==> src/rtl/assert_macros.svh <==
`ifndef ASSERT_MACROS_SVH
`define ASSERT_MACROS_SVH

// Assertion macros; the using scope provides clk and rst_n.

// Same-cycle implication.
`define SACR_ASSERT_IMP(label, ante, cons) \
  label: assert property (@(posedge clk) disable iff (!rst_n) (ante) |-> (cons)) \
    else $error("same-cycle implication failed");

// Next-cycle implication.
`define SACR_ASSERT_NXT(label, ante, cons) \
  label: assert property (@(posedge clk) disable iff (!rst_n) (ante) |=> (cons)) \
    else $error("next-cycle implication failed");

// Invariant that holds at every edge out of reset.
`define SACR_ASSERT_ALW(label, cond) \
  label: assert property (@(posedge clk) disable iff (!rst_n) (cond)) \
    else $error("invariant failed");

`endif

==> src/rtl/sacr_pkg.sv <==
`timescale 1ns / 1ps

package sacr_pkg;

  localparam int WINDOW_MAX_DEF    = 16;
  localparam int HISTORY_DEPTH_DEF = 64;

  localparam int CFG_IW = 2;
  localparam int CFG_DW = 8;

  localparam logic [4:0] WSIZE_RST = 5'd1;
  localparam logic [7:0] CMIN_RST  = 8'd20;
  localparam logic [7:0] CMAX_RST  = 8'd90;
  localparam logic [7:0] START_RST = 8'd50;

  localparam logic signed [8:0] NO_ANSWER = -9'sd1;

  localparam logic [7:0] SCAN_MAX_INIT = 8'd0;
  localparam logic [7:0] SCAN_MIN_INIT = 8'd255;

  typedef enum logic [1:0] {
    MODE_SAMPLE = 2'd0,
    MODE_SET    = 2'd1,
    MODE_UNSET  = 2'd2,
    MODE_QUERY  = 2'd3
  } mode_t;

  typedef enum logic [1:0] {
    QK_MAX = 2'd0,
    QK_MIN = 2'd1,
    QK_NTH = 2'd2,
    QK_BAD = 2'd3
  } qkind_t;

  typedef enum logic [CFG_IW-1:0] {
    CFG_WSIZE = 2'd0,
    CFG_CMIN  = 2'd1,
    CFG_CMAX  = 2'd2,
    CFG_START = 2'd3
  } cfg_idx_t;

  typedef struct packed {
    logic busy;
    logic done;
  } div_stat_t;

endpackage

==> src/rtl/sacr_in_if.sv <==
`timescale 1ns / 1ps

interface sacr_in_if;
  logic       valid;
  logic       ready;
  logic [1:0] mode;
  logic [7:0] value;
  logic [1:0] query_kind;
  logic [6:0] query_index;

  modport source (output valid, output mode, output value, output query_kind,
                  output query_index, input ready);
  modport sink (input valid, input mode, input value, input query_kind,
                input query_index, output ready);
endinterface

==> src/rtl/sacr_out_if.sv <==
`timescale 1ns / 1ps

interface sacr_out_if;
  logic              valid;
  logic              ready;
  logic [7:0]        speed;
  logic              cruise_active;
  logic              set_ok;
  logic signed [8:0] history_value;
  logic [6:0]        history_count;

  modport source (output valid, output speed, output cruise_active, output set_ok,
                  output history_value, output history_count, input ready);
  modport sink (input valid, input speed, input cruise_active, input set_ok,
                input history_value, input history_count, output ready);
endinterface

==> src/rtl/sacr_ram.sv <==
`timescale 1ns / 1ps

module sacr_ram #(
  parameter int DEPTH = 16,
  parameter int WIDTH = 8,
  parameter int AW    = 4
) (
  input  logic             clk,
  input  logic             we,
  input  logic [AW-1:0]    waddr,
  input  logic [WIDTH-1:0] wdata,
  input  logic [AW-1:0]    raddr,
  output logic [WIDTH-1:0] rdata_r
);

  logic [WIDTH-1:0] mem [DEPTH];

  always_ff @(posedge clk) begin
    if (we) begin
      mem[waddr] <= wdata;
    end
    rdata_r <= mem[raddr];
  end

endmodule

==> src/rtl/sacr_divider.sv <==
`timescale 1ns / 1ps

// Restoring divider, one quotient bit per cycle.
module sacr_divider #(
  parameter int DVD_W = 12,
  parameter int DVS_W = 5
) (
  input  logic                clk,
  input  logic                rst_n,
  input  logic                start,
  input  logic [DVD_W-1:0]    dividend,
  input  logic [DVS_W-1:0]    divisor,
  output logic [DVD_W-1:0]    quotient,
  output sacr_pkg::div_stat_t stat
);

  localparam int CNT_W = $clog2(DVD_W + 1);

  logic [DVD_W-1:0] quo_r, quo_nxt;
  logic [DVS_W-1:0] rem_r, rem_nxt;
  logic [DVS_W-1:0] dvs_r, dvs_nxt;
  logic [CNT_W-1:0] cnt_r, cnt_nxt;
  logic             busy_r, busy_nxt;
  logic             done_r, done_nxt;
  logic [DVS_W:0]   shifted;
  logic [DVS_W:0]   diff;

  always_comb begin
    shifted  = {rem_r, quo_r[DVD_W-1]};
    diff     = shifted - {1'b0, dvs_r};
    quo_nxt  = quo_r;
    rem_nxt  = rem_r;
    dvs_nxt  = dvs_r;
    cnt_nxt  = cnt_r;
    busy_nxt = busy_r;
    done_nxt = 1'b0;
    if (start) begin
      quo_nxt  = dividend;
      rem_nxt  = '0;
      dvs_nxt  = divisor;
      cnt_nxt  = CNT_W'(DVD_W);
      busy_nxt = 1'b1;
    end else if (busy_r) begin
      // keep the shifted remainder when the subtract borrows
      if (!diff[DVS_W]) begin
        rem_nxt = diff[DVS_W-1:0];
      end else begin
        rem_nxt = shifted[DVS_W-1:0];
      end
      quo_nxt = {quo_r[DVD_W-2:0], ~diff[DVS_W]};
      cnt_nxt = cnt_r - 1'b1;
      if (cnt_r == CNT_W'(1)) begin
        busy_nxt = 1'b0;
        done_nxt = 1'b1;
      end
    end
  end

  always_ff @(posedge clk) begin
    if (!rst_n) begin
      cnt_r  <= '0;
      busy_r <= 1'b0;
      done_r <= 1'b0;
    end else begin
      cnt_r  <= cnt_nxt;
      busy_r <= busy_nxt;
      done_r <= done_nxt;
    end
    quo_r <= quo_nxt;
    rem_r <= rem_nxt;
    dvs_r <= dvs_nxt;
  end

  assign quotient  = quo_r;
  assign stat.busy = busy_r;
  assign stat.done = done_r;

endmodule

==> src/rtl/speed_average_cruise_hold.sv <==
`timescale 1ns / 1ps
// Channel  | Dir | Payload                                                    | Transfer
// in_ch    | in  | mode, value, query_kind, query_index                       | valid & ready
// out_ch   | out | speed, cruise_active, set_ok, history_value, history_count | valid & ready
// cfg      | in  | cfg_index, cfg_data                                        | cfg_we
//
// One item at a time; in_ch.ready is high only while the sequencer is idle.
// Sample tick: S_SMP, S_SOLD, S_DIVGO, S_DIV, S_DONE; the 12-bit sum is divided by the fill.
// Max/min query: one history RAM read per cycle over history_count entries.
// The result waits in the output register while the next item is taken; a
// stalled result holds the sequencer in its last state.
// Reset is synchronous, active low; both stores need no clearing pass.

`include "assert_macros.svh"

module speed_average_cruise_hold #(
  parameter int WINDOW_MAX    = sacr_pkg::WINDOW_MAX_DEF,
  parameter int HISTORY_DEPTH = sacr_pkg::HISTORY_DEPTH_DEF
) (
  input  logic                        clk,
  input  logic                        rst_n,
  sacr_in_if.sink                     in_ch,
  sacr_out_if.source                  out_ch,
  input  logic                        cfg_we,
  input  logic [sacr_pkg::CFG_IW-1:0] cfg_index,
  input  logic [sacr_pkg::CFG_DW-1:0] cfg_data
);

  localparam int WAW   = (WINDOW_MAX > 1) ? $clog2(WINDOW_MAX) : 1;
  localparam int WFW   = $clog2(WINDOW_MAX + 1);
  localparam int WOW   = $clog2(2 * WINDOW_MAX + 1);
  localparam int EW    = (WFW > 5) ? WFW : 5;
  localparam int SUM_W = $clog2(WINDOW_MAX * 255 + 1);
  localparam int HAW   = (HISTORY_DEPTH > 1) ? $clog2(HISTORY_DEPTH) : 1;
  localparam int HFW   = $clog2(HISTORY_DEPTH + 1);
  localparam int HPW   = $clog2(2 * HISTORY_DEPTH + 1);
  localparam int CW    = (HFW > 7) ? HFW : 7;

  typedef enum logic [10:0] {
    S_IDLE   = 11'b000_0000_0001,
    S_SMP    = 11'b000_0000_0010,
    S_SOLD   = 11'b000_0000_0100,
    S_DIVGO  = 11'b000_0000_1000,
    S_DIV    = 11'b000_0001_0000,
    S_SET    = 11'b000_0010_0000,
    S_QNTH   = 11'b000_0100_0000,
    S_QNWAIT = 11'b000_1000_0000,
    S_QSCAN  = 11'b001_0000_0000,
    S_QTAIL  = 11'b010_0000_0000,
    S_DONE   = 11'b100_0000_0000
  } state_t;

  state_t state_r, state_nxt;

  sacr_pkg::qkind_t kind_r, kind_nxt;
  logic [7:0]       value_r, value_nxt;
  logic [6:0]       idx_r, idx_nxt;

  logic [4:0] wsize_r, wsize_nxt;
  logic [7:0] cmin_r, cmin_nxt;
  logic [7:0] cmax_r, cmax_nxt;

  logic [WAW-1:0]   whead_r, whead_nxt;
  logic [WFW-1:0]   wfill_r, wfill_nxt;
  logic [SUM_W-1:0] wsum_r, wsum_nxt;

  logic [7:0]        speed_r, speed_nxt;
  logic              cruise_r, cruise_nxt;
  logic              ok_r, ok_nxt;
  logic signed [8:0] ans_r, ans_nxt;

  logic [HAW-1:0] hhead_r, hhead_nxt;
  logic [HFW-1:0] hfill_r, hfill_nxt;
  logic [HFW-1:0] scan_r, scan_nxt;
  logic           rd_pend_r, rd_pend_nxt;

  logic              o_valid_r, o_valid_nxt;
  logic              o_load;
  logic [7:0]        o_speed_r;
  logic              o_cruise_r;
  logic              o_ok_r;
  logic signed [8:0] o_ans_r;
  logic [6:0]        o_count_r;

  logic [EW-1:0]    eff_size;
  logic             drop;
  logic [WOW-1:0]   wold_sum;
  logic [WAW-1:0]   wold;
  logic [WAW-1:0]   whead_inc;
  logic [7:0]       w_rdata;
  logic             w_we;

  logic [HPW-1:0]   npos_sum;
  logic [HAW-1:0]   npos;
  logic [HAW-1:0]   h_raddr;
  logic [HAW-1:0]   hhead_inc;
  logic [7:0]       h_rdata;
  logic             h_we;
  logic             in_range;
  logic             better;

  logic                div_start;
  logic [SUM_W-1:0]    div_quo;
  sacr_pkg::div_stat_t div_stat;

  logic accept;
  sacr_pkg::mode_t  in_mode;
  sacr_pkg::qkind_t in_kind;

  assign accept  = in_ch.valid && in_ch.ready;
  assign in_mode = sacr_pkg::mode_t'(in_ch.mode);
  assign in_kind = sacr_pkg::qkind_t'(in_ch.query_kind);

  // window geometry
  always_comb begin
    if (wsize_r == 5'd0) begin
      eff_size = EW'(1);
    end else if (EW'(wsize_r) > EW'(WINDOW_MAX)) begin
      eff_size = EW'(WINDOW_MAX);
    end else begin
      eff_size = EW'(wsize_r);
    end
    drop     = (EW'(wfill_r) >= eff_size);
    wold_sum = WOW'(whead_r) + WOW'(WINDOW_MAX) - WOW'(wfill_r);
    if (wold_sum >= WOW'(WINDOW_MAX)) begin
      wold = WAW'(wold_sum - WOW'(WINDOW_MAX));
    end else begin
      wold = WAW'(wold_sum);
    end
    if (whead_r == WAW'(WINDOW_MAX - 1)) begin
      whead_inc = '0;
    end else begin
      whead_inc = whead_r + 1'b1;
    end
  end

  // history geometry
  always_comb begin
    npos_sum = HPW'(hhead_r) + HPW'(HISTORY_DEPTH) - HPW'(idx_r);
    if (npos_sum >= HPW'(HISTORY_DEPTH)) begin
      npos = HAW'(npos_sum - HPW'(HISTORY_DEPTH));
    end else begin
      npos = HAW'(npos_sum);
    end
    if (hhead_r == HAW'(HISTORY_DEPTH - 1)) begin
      hhead_inc = '0;
    end else begin
      hhead_inc = hhead_r + 1'b1;
    end
    h_raddr  = (state_r == S_QNTH) ? npos : scan_r[HAW-1:0];
    in_range = (value_r >= cmin_r) && (value_r <= cmax_r);
    if (kind_r == sacr_pkg::QK_MAX) begin
      better = (h_rdata > ans_r[7:0]);
    end else begin
      better = (h_rdata < ans_r[7:0]);
    end
  end

  assign w_we      = (state_r == S_SOLD);
  assign h_we      = (state_r == S_SET) && in_range;
  assign div_start = (state_r == S_DIVGO);
  assign o_load    = (state_r == S_DONE) && (!o_valid_r || out_ch.ready);

  always_comb begin
    state_nxt   = state_r;
    kind_nxt    = kind_r;
    value_nxt   = value_r;
    idx_nxt     = idx_r;
    wsize_nxt   = wsize_r;
    cmin_nxt    = cmin_r;
    cmax_nxt    = cmax_r;
    whead_nxt   = whead_r;
    wfill_nxt   = wfill_r;
    wsum_nxt    = wsum_r;
    speed_nxt   = speed_r;
    cruise_nxt  = cruise_r;
    ok_nxt      = ok_r;
    ans_nxt     = ans_r;
    hhead_nxt   = hhead_r;
    hfill_nxt   = hfill_r;
    scan_nxt    = scan_r;
    rd_pend_nxt = (state_r == S_QSCAN);

    // fold in the scan read issued last cycle
    if (rd_pend_r && better) begin
      ans_nxt = $signed({1'b0, h_rdata});
    end

    case (state_r)
      S_IDLE: begin
        if (accept) begin
          kind_nxt  = in_kind;
          value_nxt = in_ch.value;
          idx_nxt   = in_ch.query_index;
          ok_nxt    = 1'b0;
          ans_nxt   = sacr_pkg::NO_ANSWER;
          case (in_mode)
            sacr_pkg::MODE_SAMPLE: begin
              state_nxt = cruise_r ? S_DONE : S_SMP;
            end
            sacr_pkg::MODE_SET: begin
              state_nxt = S_SET;
            end
            sacr_pkg::MODE_UNSET: begin
              cruise_nxt = 1'b0;
              state_nxt  = S_DONE;
            end
            sacr_pkg::MODE_QUERY: begin
              if (hfill_r == '0 || in_kind == sacr_pkg::QK_BAD) begin
                state_nxt = S_DONE;
              end else if (in_kind == sacr_pkg::QK_NTH) begin
                if (in_ch.query_index == 7'd0 ||
                    CW'(in_ch.query_index) > CW'(hfill_r)) begin
                  state_nxt = S_DONE;
                end else begin
                  state_nxt = S_QNTH;
                end
              end else begin
                ans_nxt   = (in_kind == sacr_pkg::QK_MAX) ?
                            $signed({1'b0, sacr_pkg::SCAN_MAX_INIT}) :
                            $signed({1'b0, sacr_pkg::SCAN_MIN_INIT});
                scan_nxt  = '0;
                state_nxt = S_QSCAN;
              end
            end
            default: begin
              state_nxt = S_DONE;
            end
          endcase
        end
      end
      S_SMP: begin
        state_nxt = S_SOLD;
      end
      S_SOLD: begin
        // old entry is on the read port now
        if (drop) begin
          wsum_nxt  = wsum_r - SUM_W'(w_rdata) + SUM_W'(value_r);
          wfill_nxt = wfill_r;
        end else begin
          wsum_nxt  = wsum_r + SUM_W'(value_r);
          wfill_nxt = wfill_r + 1'b1;
        end
        whead_nxt = whead_inc;
        state_nxt = S_DIVGO;
      end
      S_DIVGO: begin
        state_nxt = S_DIV;
      end
      S_DIV: begin
        if (div_stat.done) begin
          speed_nxt = div_quo[7:0];
          state_nxt = S_DONE;
        end
      end
      S_SET: begin
        if (in_range) begin
          cruise_nxt = 1'b1;
          speed_nxt  = value_r;
          ok_nxt     = 1'b1;
          hhead_nxt  = hhead_inc;
          if (hfill_r < HFW'(HISTORY_DEPTH)) begin
            hfill_nxt = hfill_r + 1'b1;
          end
        end
        state_nxt = S_DONE;
      end
      S_QNTH: begin
        state_nxt = S_QNWAIT;
      end
      S_QNWAIT: begin
        ans_nxt   = $signed({1'b0, h_rdata});
        state_nxt = S_DONE;
      end
      S_QSCAN: begin
        if (scan_r == hfill_r - 1'b1) begin
          state_nxt = S_QTAIL;
        end else begin
          scan_nxt = scan_r + 1'b1;
        end
      end
      S_QTAIL: begin
        state_nxt = S_DONE;
      end
      S_DONE: begin
        if (o_load) begin
          state_nxt = S_IDLE;
        end
      end
      default: begin
        state_nxt = S_IDLE;
      end
    endcase

    if (cfg_we) begin
      case (sacr_pkg::cfg_idx_t'(cfg_index))
        sacr_pkg::CFG_WSIZE: begin
          wsize_nxt = cfg_data[4:0];
          whead_nxt = '0;
          wfill_nxt = '0;
          wsum_nxt  = '0;
        end
        sacr_pkg::CFG_CMIN: begin
          cmin_nxt = cfg_data;
        end
        sacr_pkg::CFG_CMAX: begin
          cmax_nxt = cfg_data;
        end
        sacr_pkg::CFG_START: begin
          speed_nxt = cfg_data;
        end
        default: begin
          wsize_nxt = wsize_r;
        end
      endcase
    end

    o_valid_nxt = o_valid_r && !out_ch.ready;
    if (o_load) begin
      o_valid_nxt = 1'b1;
    end
  end

  always_ff @(posedge clk) begin
    if (!rst_n) begin
      state_r   <= S_IDLE;
      wsize_r   <= sacr_pkg::WSIZE_RST;
      cmin_r    <= sacr_pkg::CMIN_RST;
      cmax_r    <= sacr_pkg::CMAX_RST;
      whead_r   <= '0;
      wfill_r   <= '0;
      wsum_r    <= '0;
      speed_r   <= sacr_pkg::START_RST;
      cruise_r  <= 1'b0;
      hhead_r   <= '0;
      hfill_r   <= '0;
      scan_r    <= '0;
      rd_pend_r <= 1'b0;
      o_valid_r <= 1'b0;
    end else begin
      state_r   <= state_nxt;
      wsize_r   <= wsize_nxt;
      cmin_r    <= cmin_nxt;
      cmax_r    <= cmax_nxt;
      whead_r   <= whead_nxt;
      wfill_r   <= wfill_nxt;
      wsum_r    <= wsum_nxt;
      speed_r   <= speed_nxt;
      cruise_r  <= cruise_nxt;
      hhead_r   <= hhead_nxt;
      hfill_r   <= hfill_nxt;
      scan_r    <= scan_nxt;
      rd_pend_r <= rd_pend_nxt;
      o_valid_r <= o_valid_nxt;
    end
    kind_r  <= kind_nxt;
    value_r <= value_nxt;
    idx_r   <= idx_nxt;
    ok_r    <= ok_nxt;
    ans_r   <= ans_nxt;
    if (o_load) begin
      o_speed_r  <= speed_r;
      o_cruise_r <= cruise_r;
      o_ok_r     <= ok_r;
      o_ans_r    <= ans_r;
      o_count_r  <= 7'(hfill_r);
    end
  end

  sacr_ram #(
    .DEPTH (WINDOW_MAX),
    .WIDTH (8),
    .AW    (WAW)
  ) u_window_ram (
    .clk     (clk),
    .we      (w_we),
    .waddr   (whead_r),
    .wdata   (value_r),
    .raddr   (wold),
    .rdata_r (w_rdata)
  );

  sacr_ram #(
    .DEPTH (HISTORY_DEPTH),
    .WIDTH (8),
    .AW    (HAW)
  ) u_history_ram (
    .clk     (clk),
    .we      (h_we),
    .waddr   (hhead_r),
    .wdata   (value_r),
    .raddr   (h_raddr),
    .rdata_r (h_rdata)
  );

  sacr_divider #(
    .DVD_W (SUM_W),
    .DVS_W (WFW)
  ) u_divider (
    .clk      (clk),
    .rst_n    (rst_n),
    .start    (div_start),
    .dividend (wsum_r),
    .divisor  (wfill_r),
    .quotient (div_quo),
    .stat     (div_stat)
  );

  // hold off input transfers while in reset
  assign in_ch.ready          = (state_r == S_IDLE) && rst_n;
  assign out_ch.valid         = o_valid_r;
  assign out_ch.speed         = o_speed_r;
  assign out_ch.cruise_active = o_cruise_r;
  assign out_ch.set_ok        = o_ok_r;
  assign out_ch.history_value = o_ans_r;
  assign out_ch.history_count = o_count_r;

  `SACR_ASSERT_IMP(a_ready_div_idle, in_ch.ready, !div_stat.busy)
  `SACR_ASSERT_NXT(a_accept_busy, accept, !in_ch.ready)
  `SACR_ASSERT_ALW(a_wfill_bound, EW'(wfill_r) <= eff_size)
  `SACR_ASSERT_ALW(a_hfill_bound, hfill_r <= HFW'(HISTORY_DEPTH))

endmodule

==> src/flat_wrapper.sv <==
// flat-port wrapper written by rule: the top's interface ports become plain ports
module speed_average_cruise_hold_flat 
#(
  parameter int WINDOW_MAX    = sacr_pkg::WINDOW_MAX_DEF,
  parameter int HISTORY_DEPTH = sacr_pkg::HISTORY_DEPTH_DEF
)
  (clk, rst_n, cfg_we, cfg_index, cfg_data, in_ch_valid, in_ch_mode, in_ch_value, in_ch_query_kind, in_ch_query_index, in_ch_ready, out_ch_valid, out_ch_speed, out_ch_cruise_active, out_ch_set_ok, out_ch_history_value, out_ch_history_count, out_ch_ready);
  sacr_in_if in_ch_i ();
  sacr_out_if out_ch_i ();
  input  logic clk;
  input  logic rst_n;
  input  logic cfg_we;
  input  logic [sacr_pkg::CFG_IW-1:0] cfg_index;
  input  logic [sacr_pkg::CFG_DW-1:0] cfg_data;
  input wire logic [$bits(in_ch_i.valid)-1:0] in_ch_valid;
  input wire logic [$bits(in_ch_i.mode)-1:0] in_ch_mode;
  input wire logic [$bits(in_ch_i.value)-1:0] in_ch_value;
  input wire logic [$bits(in_ch_i.query_kind)-1:0] in_ch_query_kind;
  input wire logic [$bits(in_ch_i.query_index)-1:0] in_ch_query_index;
  output wire logic [$bits(in_ch_i.ready)-1:0] in_ch_ready;
  output wire logic [$bits(out_ch_i.valid)-1:0] out_ch_valid;
  output wire logic [$bits(out_ch_i.speed)-1:0] out_ch_speed;
  output wire logic [$bits(out_ch_i.cruise_active)-1:0] out_ch_cruise_active;
  output wire logic [$bits(out_ch_i.set_ok)-1:0] out_ch_set_ok;
  output wire logic [$bits(out_ch_i.history_value)-1:0] out_ch_history_value;
  output wire logic [$bits(out_ch_i.history_count)-1:0] out_ch_history_count;
  input wire logic [$bits(out_ch_i.ready)-1:0] out_ch_ready;
  assign in_ch_i.valid = in_ch_valid;
  assign in_ch_i.mode = in_ch_mode;
  assign in_ch_i.value = in_ch_value;
  assign in_ch_i.query_kind = in_ch_query_kind;
  assign in_ch_i.query_index = in_ch_query_index;
  assign in_ch_ready = in_ch_i.ready;
  assign out_ch_valid = out_ch_i.valid;
  assign out_ch_speed = out_ch_i.speed;
  assign out_ch_cruise_active = out_ch_i.cruise_active;
  assign out_ch_set_ok = out_ch_i.set_ok;
  assign out_ch_history_value = out_ch_i.history_value;
  assign out_ch_history_count = out_ch_i.history_count;
  assign out_ch_i.ready = out_ch_ready;
  speed_average_cruise_hold #(.WINDOW_MAX(WINDOW_MAX), .HISTORY_DEPTH(HISTORY_DEPTH)) u_core (.clk(clk), .rst_n(rst_n), .in_ch(in_ch_i), .out_ch(out_ch_i), .cfg_we(cfg_we), .cfg_index(cfg_index), .cfg_data(cfg_data));
endmodule
==> config.mk <==
export PLATFORM = sky130hd
export DESIGN_NAME = speed_average_cruise_hold_flat
export DESIGN_NICKNAME = d
export VERILOG_FILES = /design/src/rtl/sacr_pkg.sv /design/src/rtl/sacr_in_if.sv /design/src/rtl/sacr_out_if.sv /design/src/rtl/sacr_ram.sv /design/src/rtl/sacr_divider.sv /design/src/rtl/speed_average_cruise_hold.sv /design/src/flat_wrapper.sv
export VERILOG_INCLUDE_DIRS = /design/src /design/src/rtl
export SDC_FILE = /design/constraint.sdc
export NUM_CORES = 1
export LEC_CHECK = 0
export BUFFER_PORTS_ARGS = -buffer_cell sky130_fd_sc_hd__buf_2
export CORE_MARGIN = 2
export CORE_UTILIZATION = 50
export DETAILED_ROUTE_END_ITERATION = 12
export GPL_ROUTABILITY_DRIVEN = 1
export PLACE_DENSITY = 0.66
export SYNTH_ARGS = -nofsm -noshare
export SYNTH_HDL_FRONTEND = slang
export SYNTH_SLANG_ARGS = --single-unit
==> constraint.sdc <==
create_clock -name clk -period 4.7 [get_ports clk]
set_input_delay 0.47 -clock clk [delete_from_list [all_inputs] [get_ports clk]]
set_output_delay 0.47 -clock clk [all_outputs]
set_load 0.01 [all_outputs]
* After elaboration in Yosys (flattened, before gate mapping) *
Memory sizes are Yosys's and may differ from the RTL's. A register that Yosys moved wholly into a read port is not among the register bits.
Index checks and enable logic that the tools add are counted.

operators by class
  add/subtract/negate cells = 17
  multiply operators = 0
  divide/modulo/power cells = 0
  $lt $le $gt $ge = 10
  eq/ne operators = 33
  shift operators = 0
  mux-type cells = 67
  bitwise operators = 3
  reductions and logical operators = 35

operators with widths
  cell                                             number
  one-hot mux 11 bit (9 select lines)              1
  two-way mux 11 bit                               8
  two-way mux 12 bit                               6
  two-way mux 9 bit                                5
  one-hot mux 11 bit (4 select lines)              1
  two-way mux 8 bit                                5
  two-way mux 5 bit                                7
  two-way mux 7 bit                                5
  two-way mux 4 bit                                7
  adder 12 x 8 -> 12 bit                           2
  two-way mux 6 bit                                3
  one-hot mux 9 bit (2 select lines)               1
  one-hot mux 8 bit (2 select lines)               1
  adder 7 x 1 -> 7 bit, second input constant      2
  zero test 7 bit                                  2
  two-way mux 1 bit                                14
  != test 2 bit, second input constant             7
  one-hot mux 7 bit (2 select lines)               1
  == test 2 bit, second input constant             6
  subtractor 12 x 8 -> 12 bit                      1
  subtractor 6 x 5 -> 6 bit                        2
  == test 11 x 1 -> 1 bit, second input constant   1
  == test 11 x 10 -> 1 bit, second input constant  1
  == test 11 bit, second input constant            1
  47 further kinds                                 75

storage, ports and cells
  register bits after elaboration = 165
  bits in latches = 0
  RAM bits = 640
  bits in read-only memories = 0
  bits of input ports = 34
  memories kept = 2

memory list
  memory                    depth  width  rd ports  clocked after memory_dff  wr ports  RTL line        source
  u_core.u_history_ram.mem  64     8      1         1                         1         sacr_ram.sv:16  logic [WIDTH-1:0] mem [DEPTH];
  u_core.u_window_ram.mem   16     8      1         1                         1         sacr_ram.sv:16

* Depth between registers and ports, before layout *
  word-level depth = 8
  mapped depth = 15
  gate-level depth less buffers = 14

* Cells and area by module *
Synthesis repeated with hierarchy kept, for this count alone.

unflattened totals
  cells, all modules = 2172
  area, all modules = 34870.9 µm²

by module, submodules not included
  module                            times used  cells each  area an instance (µm²)  seq. area each (µm²)
  sacr_ram at u_core.u_history_ram  1           940         20166.8                 15534.9
  speed_average_cruise_hold         1           889         8137.8                  3153.0
  sacr_ram at u_core.u_window_ram   1           229         5147.4                  4003.8
  sacr_divider                      1           114         1418.9                  730.7

* Worst setup path before layout *
Ideal clock, no wire load.

  path type = register to register
  start = register u_core.value_r[1]
  end = register u_core.wsum_r[10]
  library setup time = 0.132 ns
  data arrival time = 4.043 ns
  data required time = 4.568 ns
  setup slack = 0.525 ns
  cell stages (with the launch flop) = 14
  path buffers = 0
  cell sequence = edfxtp_1 -> inv_1 -> fa_1 -> inv_1 -> fa_1 -> a21o_1 -> a21oi_1 -> o21bai_1 -> a2111o_1 -> a41oi_1 -> xnor2_1 -> a32o_1 -> nand2_1 -> a21oi_1

on the way
  longest elaborated chain between the ends = 5

ends and longest elaborated chain
  item                                       RTL line                                                            source
  start: declaration                         speed_average_cruise_hold.sv:56                                     logic [7:0] value_r, value_nxt;
  start signal: assignment                   speed_average_cruise_hold.sv:357                                    value_r <= value_nxt;
  adder 12 x 8 -> 12 bit (on tied branches)  speed_average_cruise_hold.sv:241, speed_average_cruise_hold.sv:238
  two-way mux 12 bit *                       speed_average_cruise_hold.sv:237                                    if (drop) begin
  two-way mux 12 bit *                       speed_average_cruise_hold.sv:189                                    case (state_r)
  two-way mux 12 bit                         speed_average_cruise_hold.sv:296                                    case (sacr_pkg::cfg_idx_t'(cfg_index))
  two-way mux 12 bit *                       speed_average_cruise_hold.sv:295                                    if (cfg_we) begin
  end signal: assignment                     speed_average_cruise_hold.sv:347                                    wsum_r <= wsum_nxt;
  end: declaration                           speed_average_cruise_hold.sv:65                                     logic [SUM_W-1:0] wsum_r, wsum_nxt;

Every way passes the cells marked *; elsewhere a longest branch is shown, timed or not.
A chain may end at the register's enable or synchronous reset.

* Worst setup path in the final report *
  start = register u_core.hhead_r[0]
  end = register u_core.u_history_ram.rdata_r[3], read port of u_core.u_history_ram.mem

on the way
  longest elaborated chain between the ends = 5

ends and longest elaborated chain
  item                                                                                            RTL line                                                            source
  start: declaration                                                                              speed_average_cruise_hold.sv:72                                     logic [HAW-1:0] hhead_r, hhead_nxt;
  start signal: assignment                                                                        speed_average_cruise_hold.sv:350                                    hhead_r <= hhead_nxt;
  adder 6 x 7 -> 8 bit *                                                                          speed_average_cruise_hold.sv:139                                    npos_sum = HPW'(hhead_r) + HPW'(HISTORY_DEPTH) - HPW'(idx_r);
  subtractor 8 x 7 -> 8 bit *                                                                     speed_average_cruise_hold.sv:139
  greater-or-equal comparator 8 x 7 -> 1 bit / subtractor 6 x 1 -> 6 bit (equally long branches)  speed_average_cruise_hold.sv:140, speed_average_cruise_hold.sv:141
  two-way mux 6 bit *                                                                             speed_average_cruise_hold.sv:140                                    if (npos_sum >= HPW'(HISTORY_DEPTH)) begin
  two-way mux 6 bit *                                                                             speed_average_cruise_hold.sv:150                                    h_raddr = (state_r == S_QNTH) ? npos : scan_r[HAW-1:0];
  end: declaration                                                                                sacr_ram.sv:13                                                      output logic [WIDTH-1:0] rdata_r

Marked as above.

==> results.md <==
- Core Region: 0.0688 mm^2
- Time the worst path needs with I/O delays and setup: between 4 and 5 ns
- Slew headroom: 17.9%
- EDFF count, synth: 700
- Main synth FF type: edfxtp_1
- Synth Area in Compound Gates: 7.39%
- WHS Path Cells: 1
- Hold path startpoint: in_ch_value[6]
- Adder and majority gate portion of the synthesized area: 3.63%
- Hold WS: 0.0222 ns
- Worst r2r src: u_core.hhead_r[0]$_SDFFE_PN0P_
- Die height: 268 um
- Clock share of power: a little over two fifths
- Rows: 96
- Via count: ~23000
- Ys async rst share: 0%
- #FFs+latches synth: 820
- Syn Area/Cell: 12.7 um^2
- Initial DRC Count: 2398
- Comb power frac: between 4 and 5%
- Hold WC Path Type: in -> reg
- Buffers on Ports: just over 60
- Yosys warnings: 0
- Nets: 2958
- Setup crit start: u_core.hhead_r[0]$_SDFFE_PN0P_
- Number of global-route vias before repair: 22400
- RSZ-0062 raised after global routing: no
- Cell internal pwr: 12100 uW
- Sequential share of power: a little over half
- Setup Crit Path Kind: reg -> reg
- Die area: 0.0719 mm^2
- I/O pin cnt: slightly above 60
- Pwr dens: 392 mW/mm^2
- Setup WS post-layout: 0.556 ns
- R2R Path End: u_core.u_history_ram.rdata_r[3]$_DFF_P_
- Vias per cell: slightly below 6
- Status: completed
- Arrival time worst endpoint: 4.66 ns
- Clock tree from TritonCTS: done
- Post-Synth XOR/XNOR Area: 1.33%
- # setup viols final: 0
- Switch share: 21.0%
- Die Wd: 268 um
- Hold Fails Final Rpt: 0
- GRT Residual Overflow: 0
- Final instance area: 0.0390 mm^2
- Worst Setup Start Kind: register
- CTS buffer count: 81
- Gr usage total: 24.7%
- Reg area: 0.0234 mm^2
- Synthesized area: 0.0349 mm^2
- Synth Instances: 2754
- Hold endpoint: u_core.value_r[6]$_DFFE_PP_
- Later-pin clock latency in the skew report: 0.63 ns
- Post-Route Skew: about 0.016 ns
- Setup TNS: 0 ns
- Netlist cell types: 75
- Detailed Place HPWL: 54800 um
- Worst path required time: approximately 5.2 ns
- Slew @ Worst Pin: 1.23 ns
- Gpl congestion: 0.929
- Final WL: slightly below 90000 um
- Synthesized Nets: approximately 2900
- Layout cells sized above 1: between 10% and 20%
- # hold bufs at CTS: 3
- R2r setup slk: 0.56 ns
- Post-route DRC: 0
- CP max FO: 74
- Post-DP Area: 0.0363 mm^2
- Clock sink count: 820
- Crit share post-route: between 80% and 90%
- Effective utilization at floorplan: 50.7%
- Max-Cap Viols: 0
- First-pass GRT wire length: ~130000 um
- Main combinational cell family by area after synthesis: simple AND/OR/NAND/NOR gates
- Fillers: 5483
- Clock slew at reported path FFs: roughly 0.07 ns
- Pins over their slew limit: 0
- H-tree levels: 3
- N_diodes: 0
- Synth-to-layout area growth: 12.0%
- WL per Instance: 23.1 um
- Max Clk Rate: 0.241 GHz
- Peak supply drop: roughly 280 uV
- Sequential-to-total area share from yosys stat: approximately two thirds
- NetSw: 3210 uW
- DRT Pass-1 Iters: 5
- Critical Path Sink Type: register
- Initial antenna violation count: 0
- Post-layout util: 56.7%
- Root Driver: clkbuf_16
- Setup bufs post-CTS: 0
- Post-Synth Simple-Gate Area: between 10% and 20%
- Multi-input gate area: 0.0105 mm^2
- Resize count post-CTS: 0
- Routed Antenna Nets: 0
- Mux cell area share after synthesis: 3.78%
- Largest net degree at the start of global routing: 83
- Lkg Pwr: ~0.014 uW
- Clock buffer depth: 3
- FF-to-FF path depth: 11
- Worst slack, placed: 0.645 ns
==> through the flow <==
stage | cells | power, uW
global placement | 3675 | 8820
finish | 3827 | 15300
detailed placement | 3675 | 8840
global route | 3827 | 15800
CTS | 3827 | 15400
floorplan | 2754 | 8590
==> flip-flops by register name, summed over array words and instances (netlist names), 9 cells and up <==
signal / cells
u_core.wsum_r: 12
u_core.u_window_ram.mem: 128
u_core.ans_r: 9
u_core.state_r: 11
u_core.u_history_ram.mem: 512
u_core.u_divider.quotient: 12
u_core.out_ch.history_value: 9
==> worst max-delay path: stages, from the launching register on <==
cell and delay (ns):
dfxtp_1 0.55, inv_1 0.16, ha_1 0.36, nor4_1 0.72
a21o_4 0.69, buf_4 0.40, nand2_1 0.11, nand3_1 0.12
nand4_1 0.16, o211ai_1 0.18, nand2_1 0.16, a311oi_1 0.34
==> layout make-up <==
type | count | area share (%)
clock buffer | 96 | 5.55
clock inverter | 53 | 1.40
inverter | 108 | 1.04
multi-input combinational | 1689 | 26.9
sequential | 820 | 60.0
tap | 931 | 2.98
timing repair buffer | 130 | 2.16
==> cell usage in the layout, fill, tap and decap left out, types with 19 or more instances in the layout <==
master	n
clkbuf_16	83
a211oi_1	32
a31oi_1	40
clkinv_1	20
o211ai_1	22
edfxtp_1	700
nand4_1	37
nand2_1	484
mux2i_1	50
inv_1	106
and3_1	31
nor3_1	30
a21o_1	22
o221ai_1	19
buf_2	61
nor2_1	177
xnor2_1	32
dfxtp_1	120
a21oi_1	94
buf_4	65
o21ai_0	57
nand3_1	200
mux4_2	32
ha_1	81
xor2_1	20
==> per-layer routing <==
layer	GRT usage (%)	part of all wire, %
met2	39.2	46
met5	0	0
met3	4.54	8.5
met1	33.8	42
met4	9.59	3.6
==> kinds of logic (layout without fill, tap and decap cells) <==
kind of cell    after synthesis  after routing
compound gates              386            386
flops                       820            820
simple gates               1065           1065
fa+ha+maj                    94             94
mux                          91             91
xor+xnor                     53             53
buf+inv                     245            387
==> power groups by stage <==
| stage | Sequential [uW] | Combinational [uW] | Clock (uW) |
|---|---|---|---|
| CTS | 8050 | 638 | 6720 |
| floorplan | 8250 | 339 | 0 |
| global route | 8060 | 706 | 7000 |
| global placement | 8200 | 617 | 0 |
| detailed placement | 8210 | 634 | 0 |
| finish | 8050 | 636 | 6630 |
==> worst max-delay path by stage <==
| stage | end | slack [ns] | cells after the start |
|---|---|---|---|
| after global placement | u_core.u_history_ram.rdata_r[1]$_DFF_P_ | 0.70 | 11 |
| after global routing | u_core.u_history_ram.rdata_r[7]$_DFF_P_ | 0.34 | 11 |
| after floorplan | u_core.wsum_r[10]$_SDFF_PN0_ | 0.53 | 13 |
| after detailed placement | u_core.u_history_ram.rdata_r[7]$_DFF_P_ | 0.65 | 11 |
| after CTS | u_core.u_history_ram.rdata_r[3]$_DFF_P_ | 0.59 | 11 |
| final | u_core.u_history_ram.rdata_r[3]$_DFF_P_ | 0.56 | 11 |
==> synth_stat cells (all sizes together), types with 5 or more instances <==
cell    number  area (um^2)
a21oi       95          479
o211ai      22          165
a22oi       17          133
a32o         6         60.1
o21a         8         60.1
xor2        21          184
nand2      484         1820
inv        107          402
mux4        32          721
a311oi       8         70.1
nor2       177          664
o221ai      19          166
mux2         6         67.6
ha          82         1030
or3         11         68.8
nand3b      10         75.1
fa          12          240
nor3        32          170
dfxtp      120         2400
a221o        8         80.1
a211oi      32          240
nand2b      17          106
o21ai       59          295
or3b         7         61.3
mux2i       53          531
nand4       37          231
and3        31          194
nor2b       18          113
nor4        18          128
nor3b        7         52.6
buf         62          327
a31oi       42          275
o21bai       5         37.5
o22ai       11         68.8
clkbuf      75          282
a21o        23          173
nand3      200         1000
edfxtp     700        21000
xnor2       32          280
Power figures use the tool's default switching activity.
